===== src/rtl/core/dfr_pkg.sv =====
// Shared types and constants for the two-section frame deframer.
// Used by every module in rtl/core; depends on nothing else.
package dfr_pkg;

    // Field widths fixed by the byte stream and the result format.
    localparam int BYTE_W   = 8;
    localparam int OFFSET_W = 14;
    localparam int RLEN_W   = 9;
    localparam int CLEN_W   = 14;
    localparam int CFG_IDX_W  = 2;
    localparam int CFG_DATA_W = 14;

    // Default cap on the length of one section.
    localparam int DEFAULT_MAX_SECTION_BYTES = 16384;

    // Framing bytes.
    localparam logic [BYTE_W-1:0] SYNC_FIRST    = 8'hAA;
    localparam logic [BYTE_W-1:0] SYNC_SECOND   = 8'h55;
    localparam logic [BYTE_W-1:0] TYPE_RANGING  = 8'h01;
    localparam logic [BYTE_W-1:0] TYPE_WITH_CIR = 8'h02;
    localparam logic [BYTE_W-1:0] XOR_START     = 8'h00;

    // Register reset values.
    localparam logic [RLEN_W-1:0] RANGING_LENGTH_RESET = 9'd216;
    localparam logic [CLEN_W-1:0] CIR_LENGTH_RESET     = 14'd8128;

    // Register indexes on the configuration port.
    localparam logic [CFG_IDX_W-1:0] CFG_RANGING_LENGTH = 2'd0;
    localparam logic [CFG_IDX_W-1:0] CFG_CIR_LENGTH     = 2'd1;

    // Result codes.
    localparam logic KIND_PAYLOAD    = 1'b0;
    localparam logic KIND_VERDICT    = 1'b1;
    localparam logic SECTION_RANGING = 1'b0;
    localparam logic SECTION_CIR     = 1'b1;
    localparam logic FRAME_RANGING   = 1'b0;
    localparam logic FRAME_WITH_CIR  = 1'b1;

    // Parser phases.
    typedef enum logic [2:0] {
        PH_HUNT    = 3'd0,
        PH_SYNC2   = 3'd1,
        PH_TYPE    = 3'd2,
        PH_RANGING = 3'd3,
        PH_RCHECK  = 3'd4,
        PH_CIR     = 3'd5,
        PH_CCHECK  = 3'd6
    } phase_t;

    // One result beat.
    typedef struct packed {
        logic                kind;
        logic                section;
        logic [OFFSET_W-1:0] offset;
        logic [BYTE_W-1:0]   payload_byte;
        logic                check_ok;
        logic                frame_end;
    } result_t;

endpackage


===== src/rtl/core/two_section_frame_deframer.sv =====
// Top level of the two-section frame deframer.
// Depends on dfr_pkg, dfr_cfg_regs, dfr_parser and dfr_out_stage.
//
// Usage:
//   Input channel: one received byte per beat on rx_byte, with in_valid and
//   in_stall. Output channel: one result beat with kind, section, offset,
//   payload_byte, check_ok and frame_end, with out_valid and out_stall.
//   Sync bytes, the type byte and hunting bytes give no result; each payload
//   byte gives a pass-through beat and each checksum byte a verdict beat.
//   Configuration: cfg_valid/cfg_ready with cfg_index and cfg_data; index 0
//   sets ranging_length, index 1 sets cir_length, others are ignored.
//   cfg_ready is always high; write only while the block is idle.
//   Path: an accepted byte sits in the input register; when it moves on,
//   its result is loaded into the output register and offered from there.
//   Throughput: one byte per cycle unless a result finds the output held;
//   the parser state update and the XOR are combinational between the registers.
//   Receiver stall: the output register holds its beat; a byte that makes a
//   result waits in the input register, which then raises in_stall. Bytes
//   that make no result keep flowing.
//   Reset: the parser returns to the sync hunt, both registers of the
//   stream empty, and the lengths return to 216 and 8128.
module two_section_frame_deframer #(
    parameter int MAX_SECTION_BYTES = dfr_pkg::DEFAULT_MAX_SECTION_BYTES
) (
    input  logic                           clk,
    input  logic                           rst_n,
    input  logic                           in_valid,
    output logic                           in_stall,
    input  logic [dfr_pkg::BYTE_W-1:0]     rx_byte,
    output logic                           out_valid,
    input  logic                           out_stall,
    output logic                           kind,
    output logic                           section,
    output logic [dfr_pkg::OFFSET_W-1:0]   offset,
    output logic [dfr_pkg::BYTE_W-1:0]     payload_byte,
    output logic                           check_ok,
    output logic                           frame_end,
    input  logic                           cfg_valid,
    output logic                           cfg_ready,
    input  logic [dfr_pkg::CFG_IDX_W-1:0]  cfg_index,
    input  logic [dfr_pkg::CFG_DATA_W-1:0] cfg_data
);
    import dfr_pkg::*;

    logic              in_valid_reg, in_valid_next;
    logic [BYTE_W-1:0] in_byte_reg;
    logic              advance;
    logic              has_result;
    logic              out_free;
    result_t           parse_result;
    result_t           out_result;
    logic [RLEN_W-1:0] ranging_length;
    logic [CLEN_W-1:0] cir_length;

    assign cfg_ready = 1'b1;

    dfr_cfg_regs u_cfg_regs (
        .clk            (clk),
        .rst_n          (rst_n),
        .cfg_valid      (cfg_valid && cfg_ready),
        .cfg_index      (cfg_index),
        .cfg_data       (cfg_data),
        .ranging_length (ranging_length),
        .cir_length     (cir_length)
    );

    // The byte in hand moves on unless its result finds the output held.
    assign advance  = in_valid_reg && (!has_result || out_free);
    assign in_stall = in_valid_reg && !advance;

    // Input register.
    always_comb
    begin
        in_valid_next = in_valid_reg;
        if (in_valid && !in_stall)
            in_valid_next = 1'b1;
        else if (advance)
            in_valid_next = 1'b0;
    end

    always_ff @(posedge clk or negedge rst_n)
    begin
        if (!rst_n)
            in_valid_reg <= 1'b0;
        else
            in_valid_reg <= in_valid_next;
    end

    always_ff @(posedge clk)
    begin
        if (in_valid && !in_stall)
            in_byte_reg <= rx_byte;
    end

    dfr_parser #(
        .MAX_SECTION_BYTES (MAX_SECTION_BYTES)
    ) u_parser (
        .clk            (clk),
        .rst_n          (rst_n),
        .step           (advance),
        .rx_byte        (in_byte_reg),
        .ranging_length (ranging_length),
        .cir_length     (cir_length),
        .has_result     (has_result),
        .result         (parse_result)
    );

    dfr_out_stage u_out_stage (
        .clk         (clk),
        .rst_n       (rst_n),
        .load        (advance && has_result),
        .load_result (parse_result),
        .out_stall   (out_stall),
        .out_valid   (out_valid),
        .out_free    (out_free),
        .out_result  (out_result)
    );

    assign kind         = out_result.kind;
    assign section      = out_result.section;
    assign offset       = out_result.offset;
    assign payload_byte = out_result.payload_byte;
    assign check_ok     = out_result.check_ok;
    assign frame_end    = out_result.frame_end;

    // A result is never loaded over a beat that the receiver is holding.
    a_no_overwrite: assert property (@(posedge clk) disable iff (!rst_n)
        (advance && has_result) |-> !(out_valid && out_stall))
        else $error("result loaded over a stalled output beat");

    // A byte that cannot move on stays in the input register unchanged.
    a_input_held: assert property (@(posedge clk) disable iff (!rst_n)
        (in_valid_reg && !advance) |=> (in_valid_reg && $stable(in_byte_reg)))
        else $error("held input byte was lost or changed");

    // Once the output beat leaves, the register is full again only by a new load.
    a_out_refill: assert property (@(posedge clk) disable iff (!rst_n)
        (out_valid && !out_stall) |=> (!out_valid || $past(advance && has_result)))
        else $error("output beat repeated without a new result");

endmodule


===== src/rtl/core/dfr_cfg_regs.sv =====
// Configuration registers holding the two section lengths.
// Depends on dfr_pkg for widths, indexes and reset values.
module dfr_cfg_regs (
    input  logic                           clk,
    input  logic                           rst_n,
    input  logic                           cfg_valid,
    input  logic [dfr_pkg::CFG_IDX_W-1:0]  cfg_index,
    input  logic [dfr_pkg::CFG_DATA_W-1:0] cfg_data,
    output logic [dfr_pkg::RLEN_W-1:0]     ranging_length,
    output logic [dfr_pkg::CLEN_W-1:0]     cir_length
);
    import dfr_pkg::*;

    logic [RLEN_W-1:0] ranging_length_reg;
    logic [CLEN_W-1:0] cir_length_reg;
    logic [RLEN_W-1:0] ranging_length_next;
    logic [CLEN_W-1:0] cir_length_next;

    // Decode the write; indexes beyond the list are ignored.
    always_comb
    begin
        ranging_length_next = ranging_length_reg;
        cir_length_next     = cir_length_reg;
        if (cfg_valid)
        begin
            case (cfg_index)
                CFG_RANGING_LENGTH: ranging_length_next = cfg_data[RLEN_W-1:0];
                CFG_CIR_LENGTH:     cir_length_next     = cfg_data[CLEN_W-1:0];
                default:            ;
            endcase
        end
    end

    always_ff @(posedge clk or negedge rst_n)
    begin
        if (!rst_n)
        begin
            ranging_length_reg <= RANGING_LENGTH_RESET;
            cir_length_reg     <= CIR_LENGTH_RESET;
        end
        else
        begin
            ranging_length_reg <= ranging_length_next;
            cir_length_reg     <= cir_length_next;
        end
    end

    assign ranging_length = ranging_length_reg;
    assign cir_length     = cir_length_reg;

endmodule


===== src/rtl/core/dfr_parser.sv =====
// Frame parser: sync hunt, section counting, running XOR and verdicts.
// Depends on dfr_pkg for the phase type, the result struct and constants.
module dfr_parser #(
    parameter int MAX_SECTION_BYTES = dfr_pkg::DEFAULT_MAX_SECTION_BYTES
) (
    input  logic                       clk,
    input  logic                       rst_n,
    input  logic                       step,
    input  logic [dfr_pkg::BYTE_W-1:0] rx_byte,
    input  logic [dfr_pkg::RLEN_W-1:0] ranging_length,
    input  logic [dfr_pkg::CLEN_W-1:0] cir_length,
    output logic                       has_result,
    output dfr_pkg::result_t           result
);
    import dfr_pkg::*;

    localparam int LEN_W = $clog2(MAX_SECTION_BYTES + 1);
    localparam int CMP_W = (LEN_W > OFFSET_W + 1) ? LEN_W : OFFSET_W + 1;
    localparam logic [CMP_W-1:0] MAX_LEN = CMP_W'(MAX_SECTION_BYTES);

    phase_t              phase_reg, phase_next;
    logic [OFFSET_W-1:0] count_reg, count_next;
    logic [BYTE_W-1:0]   xor_reg, xor_next;
    logic                frame_kind_reg, frame_kind_next;

    logic [CLEN_W-1:0]   sel_len;
    logic [CMP_W-1:0]    eff_len;
    logic [OFFSET_W:0]   count_inc;

    // Effective length of the current section: zero acts as one, capped above.
    always_comb
    begin
        sel_len = (phase_reg == PH_CIR) ? cir_length : CLEN_W'(ranging_length);
        if (sel_len == '0)
            eff_len = CMP_W'(1);
        else if (CMP_W'(sel_len) > MAX_LEN)
            eff_len = MAX_LEN;
        else
            eff_len = CMP_W'(sel_len);
    end

    assign count_inc = {1'b0, count_reg} + (OFFSET_W + 1)'(1);

    // Next state and the result of the byte in hand.
    always_comb
    begin
        phase_next      = phase_reg;
        count_next      = count_reg;
        xor_next        = xor_reg;
        frame_kind_next = frame_kind_reg;
        has_result      = 1'b0;
        result          = '0;
        case (phase_reg)
            PH_HUNT:
            begin
                if (rx_byte == SYNC_FIRST)
                    phase_next = PH_SYNC2;
                else
                begin
                    count_next = '0;
                    xor_next   = XOR_START;
                end
            end
            PH_SYNC2:
            begin
                if (rx_byte == SYNC_SECOND)
                    phase_next = PH_TYPE;
                else
                begin
                    phase_next = PH_HUNT;
                    count_next = '0;
                    xor_next   = XOR_START;
                end
            end
            PH_TYPE:
            begin
                if (rx_byte == TYPE_RANGING || rx_byte == TYPE_WITH_CIR)
                begin
                    frame_kind_next = (rx_byte == TYPE_WITH_CIR) ? FRAME_WITH_CIR
                                                                 : FRAME_RANGING;
                    phase_next = PH_RANGING;
                end
                else
                    phase_next = PH_HUNT;
                count_next = '0;
                xor_next   = XOR_START;
            end
            PH_RANGING, PH_CIR:
            begin
                has_result          = 1'b1;
                result.kind         = KIND_PAYLOAD;
                result.section      = (phase_reg == PH_CIR) ? SECTION_CIR
                                                            : SECTION_RANGING;
                result.offset       = count_reg;
                result.payload_byte = rx_byte;
                xor_next            = xor_reg ^ rx_byte;
                count_next          = count_inc[OFFSET_W-1:0];
                if (CMP_W'(count_inc) >= eff_len)
                    phase_next = (phase_reg == PH_CIR) ? PH_CCHECK : PH_RCHECK;
            end
            PH_RCHECK:
            begin
                has_result      = 1'b1;
                result.kind     = KIND_VERDICT;
                result.section  = SECTION_RANGING;
                result.check_ok = (rx_byte == xor_reg);
                count_next      = '0;
                xor_next        = XOR_START;
                if (frame_kind_reg == FRAME_WITH_CIR)
                    phase_next = PH_CIR;
                else
                begin
                    result.frame_end = 1'b1;
                    phase_next       = PH_HUNT;
                end
            end
            PH_CCHECK:
            begin
                has_result       = 1'b1;
                result.kind      = KIND_VERDICT;
                result.section   = SECTION_CIR;
                result.check_ok  = (rx_byte == xor_reg);
                result.frame_end = 1'b1;
                phase_next       = PH_HUNT;
                count_next       = '0;
                xor_next         = XOR_START;
            end
            default:
            begin
                phase_next = PH_HUNT;
                count_next = '0;
                xor_next   = XOR_START;
            end
        endcase
    end

    // Parser state advances only when the byte in hand moves on.
    always_ff @(posedge clk or negedge rst_n)
    begin
        if (!rst_n)
        begin
            phase_reg      <= PH_HUNT;
            count_reg      <= '0;
            xor_reg        <= XOR_START;
            frame_kind_reg <= FRAME_RANGING;
        end
        else if (step)
        begin
            phase_reg      <= phase_next;
            count_reg      <= count_next;
            xor_reg        <= xor_next;
            frame_kind_reg <= frame_kind_next;
        end
    end

endmodule


===== src/rtl/core/dfr_out_stage.sv =====
// Output register holding one result beat until the receiver takes it.
// Depends on dfr_pkg for the result struct.
module dfr_out_stage (
    input  logic             clk,
    input  logic             rst_n,
    input  logic             load,
    input  dfr_pkg::result_t load_result,
    input  logic             out_stall,
    output logic             out_valid,
    output logic             out_free,
    output dfr_pkg::result_t out_result
);
    import dfr_pkg::*;

    logic    out_valid_reg, out_valid_next;
    result_t result_reg;

    // The register is free when empty or when its beat leaves this cycle.
    assign out_free = !out_valid_reg || !out_stall;

    always_comb
    begin
        out_valid_next = out_valid_reg;
        if (load)
            out_valid_next = 1'b1;
        else if (!out_stall)
            out_valid_next = 1'b0;
    end

    always_ff @(posedge clk or negedge rst_n)
    begin
        if (!rst_n)
            out_valid_reg <= 1'b0;
        else
            out_valid_reg <= out_valid_next;
    end

    // Payload needs no reset.
    always_ff @(posedge clk)
    begin
        if (load)
            result_reg <= load_result;
    end

    assign out_valid  = out_valid_reg;
    assign out_result = result_reg;

endmodule

===== config.mk =====
export PLATFORM = sky130hd
export DESIGN_NAME = two_section_frame_deframer
export DESIGN_NICKNAME = d
export VERILOG_FILES = /design/src/rtl/core/dfr_pkg.sv /design/src/rtl/core/two_section_frame_deframer.sv /design/src/rtl/core/dfr_cfg_regs.sv /design/src/rtl/core/dfr_parser.sv /design/src/rtl/core/dfr_out_stage.sv
export SDC_FILE = /design/constraint.sdc
export NUM_CORES = 1
export LEC_CHECK = 0
export CORE_MARGIN = 3
export CORE_UTILIZATION = 53
export DETAILED_ROUTE_END_ITERATION = 10
export DONT_BUFFER_PORTS = 1
export GPL_ROUTABILITY_DRIVEN = 0
export PLACE_DENSITY = 0.67
export SKIP_CTS_REPAIR_TIMING = 1
export SYNTH_ARGS = -nofsm -noshare
export SYNTH_HDL_FRONTEND = slang
export SYNTH_SLANG_ARGS = --single-unit

===== constraint.sdc =====
create_clock -name clk -period 4.9 [get_ports clk]
set_input_delay 0.98 -clock clk [delete_from_list [all_inputs] [get_ports clk]]
set_output_delay 0.98 -clock clk [all_outputs]
set_load 0.01 [all_outputs]

==> results_dict.tcl <==
set metrics [dict create \
    status "completed" \
    cp.required_ns 5.14 \
    clock_sinks 85 \
    fin_util_pct 58.8 \
    synth_nets 431 \
    postLayoutCellArea_mm2 0.00461 \
    fmax_mhz 273 \
    grt_setup_unrepaired "no" \
    place_area_mm2 0.00441 \
    die_area_mm2 0.00935 \
    cts.clk_slew.worst_paths_ns 0.09 \
    fin_tns_setup_ns 0 \
    overflow 0 \
    core_area_mm2 0.00785 \
    hold_class "input port to asynchronous set/reset pin" \
    dr_total_vias 2852 \
    clockBufferDepth 2 \
    relSlewSlack_pct 19.2 \
    antenna_found_initial 0 \
    multiInputGateArea_mm2 0.00191 \
    cts_tree "yes" \
    area_delta_synth_final_pct 5.77 \
    ant_nets 0 \
    rows 32 \
    drc 0 \
    reg2reg_from "u_parser.phase_reg[1]" \
    cp.arrival_ns 3.91 \
    synth_cells 387 \
    clk_latency_ns 0.36 \
    final_nets 425 \
    grt_pass1_wl_mm 14.5 \
    ioPinCount 58 \
    maxCapViolCount 0 \
    ys_ff_latch 85 \
    cp_cell_sequence "nor2b_1, and2_1, mux2i_1, and4_1, nand4_1, o221ai_1, ha_1, nor2b_1, o21ai_0, a21oi_1, o21ai_0, nand2_1, mux2_2" \
    path_class "register to register" \
    power.leakage_uw 0.00196 \
    ys_seq_area_share_pct 53.0 \
    yosysUniqueCellTypes 49 \
    wire_per_inst_um 17.5 \
    dp_hpwl_mm 5.99 \
    grt_pass1_vias 2874 \
    path_buf_inv 0 \
    irDropWorstVdd_v 0.000173 \
    tightest_slew_ns 1.21 \
    diodes 0 \
    fin_crit_ns 3.67 \
    wirelength_mm 8.53 \
    yosys_warnings 0 \
    synth_ff_type "dfrtp_1" \
    drt_pass1_iterations 5 \
    grt_start_max_net_pins 52 \
    finalSetupViolCount 0 \
    synth_edf_count 34 \
    initial_core_util_pct 55.6 \
    cts_root_buffer "clkbuf_8" \
    maxSlewViolCount 0 \
    fin_skew_ns 0.0164 \
    cts_buffers 9 \
    syn_area_mm2 0.00436 \
    fp.dieH_um 96.7 \
    io_buffer_count 0 \
    setup.worst_path.end_class "register" \
    cp-start-kind "register" \
    grtUsageTotal_pct 19.2 \
    drive_gt1_share_pct 17.9 \
    finalHoldViolCount 0 \
    worst_path_largest_cell_delay_ns 0.67 \
    vias_per_cell 5.84 \
    dr.first_iter.drc_count 215 \
    period_share_pct 74.9 \
    worstSetupStartpoint "u_parser.phase_reg[1]" \
    pwr_density_cell_mw_per_mm2 314 \
    syn_avg_cell_area_um2 11.3 \
    die_x_um 96.7 \
    crit_fanout 17 \
    synthArstFlopShare_pct 60.0 \
    largest_reg_flops 26 \
    slowest_stage "and2_1" \
    cp_top_family "simple AND/OR/NAND/NOR gates" \
    fillers 682 \
    htree_levels 3 \
    seq_area_mm2 0.00231 \
]
placed cells by master, fill, tap and decap left out, types with 4 or more instances in the layout:
| cell | n |
|---|---|
| a21oi_1 | 9 |
| and2_1 | 4 |
| and3_1 | 23 |
| clkbuf_8 | 9 |
| dfrtp_1 | 40 |
| dfstp_2 | 11 |
| edfxtp_1 | 34 |
| ha_1 | 15 |
| inv_1 | 8 |
| mux2_2 | 25 |
| mux2i_1 | 9 |
| nand2_1 | 30 |
| nand2b_1 | 17 |
| nand3_1 | 9 |
| nand4_1 | 5 |
| nor2_1 | 24 |
| nor2b_1 | 5 |
| nor3_1 | 4 |
| o21ai_0 | 28 |
| o21ai_2 | 10 |
| o31ai_1 | 4 |
| xnor2_1 | 13 |
| xor2_1 | 9 |
cell usage after synthesis, types with 4 or more instances:
library cell / count / area, um2
a21oi_1: 9 / 45.0
and3_1: 23 / 144
mux2i_1: 9 / 90.1
and2_1: 4 / 25.0
inv_1: 8 / 30.0
nor2b_1: 5 / 31.3
nand3_1: 9 / 45.0
mux2_2: 25 / 282
dfrtp_1: 40 / 1000
nand2b_1: 17 / 106
nand4_1: 5 / 31.3
xor2_1: 9 / 78.8
nor3_1: 4 / 20.0
clkbuf_1: 12 / 45.0
buf_2: 4 / 20.0
dfstp_2: 11 / 289
o21ai_2: 10 / 87.6
o21ai_0: 28 / 140
o31ai_1: 4 / 30.0
ha_1: 15 / 188
nor2_1: 25 / 93.8
nand2_1: 30 / 113
edfxtp_1: 34 / 1020
xnor2_1: 13 / 114
worst paths after layout:
| kind | to | slack, ns | cells after the start |
|---|---|---|---|
| worst max-delay path | u_parser.phase_reg[0] | 1.23 | 13 |
| worst min-delay path | u_parser.xor_reg[3] | 0.30 | 0 |
| worst max register to register | u_parser.phase_reg[0] | 1.23 | 13 |
| worst min register to register | u_cfg_regs.cir_length[4] | 0.51 | 1 |
| max in group asynchronous | u_cfg_regs.ranging_length[7] | 4.40 | 0 |
| min in group clk | u_cfg_regs.cir_length[4] | 0.51 | 1 |
power breakdown:
group / total (uW) / internal [uW] / switching, uW
logic: 96.6 / 52.9 / 43.7
clock network: 525 / 285 / 240
registers: 825 / 792 / 32.6
layer usage:
layer	GRT usage [%]	vias up	wire length, um
li1	-	1376	-
met4	7.67	0	122
met5	0	-	0
met1	28.3	1379	4210
met2	27.3	87	3710
met3	4.33	10	481
stage by stage:
step,total power (uW),std cells,setup slack [ns],hold slack (ns)
floorplan,910,387,1.74,0.479
global route,1510,488,0.911,0.283
finish,1450,488,1.23,0.301
global placement,933,472,1.31,0.487
detailed placement,937,472,1.21,0.494
CTS,1460,488,1.19,0.289
cell families (layout without fill, tap and decap cells):
| group | after synthesis | count (layout) | share of synthesized area (%) |
|---|---|---|---|
| buffers and inverters | 28 | 27 | 3.18 |
| XOR/XNOR | 22 | 22 | 4.42 |
| AND/OR/NAND/NOR | 136 | 136 | 16.5 |
| adder cells (fa/ha/maj) | 15 | 15 | 4.30 |
| multiplexers | 34 | 34 | 8.52 |
| AO/OA/AOI/OAI | 66 | 66 | 9.98 |
| other | 1 | 1 | 0.0860 |
| flip-flops | 85 | 85 | 53.0 |
cell type report:
cell class | count | share of cell area, %
clock buffers | 11 | 2.85
clock inverters | 5 | 1.65
flip-flops and latches | 85 | 50.1
repair buffers | 3 | 0.488
inverters | 8 | 0.651
well taps | 102 | 2.77
multi-input cells | 274 | 41.5
worst register-to-register path, cell delays in order, from the launching register on:
cell      delay (ns)
dfrtp_1         0.49
nor2b_1         0.21
and2_1          0.67
mux2i_1         0.36
and4_1          0.22
nand4_1         0.09
o221ai_1        0.22
ha_1            0.27
nor2b_1         0.10
o21ai_0         0.10
a21oi_1         0.16
o21ai_0         0.21
nand2_1         0.13
mux2_2          0.33
No activity file was read; power rests on OpenSTA's default activity.
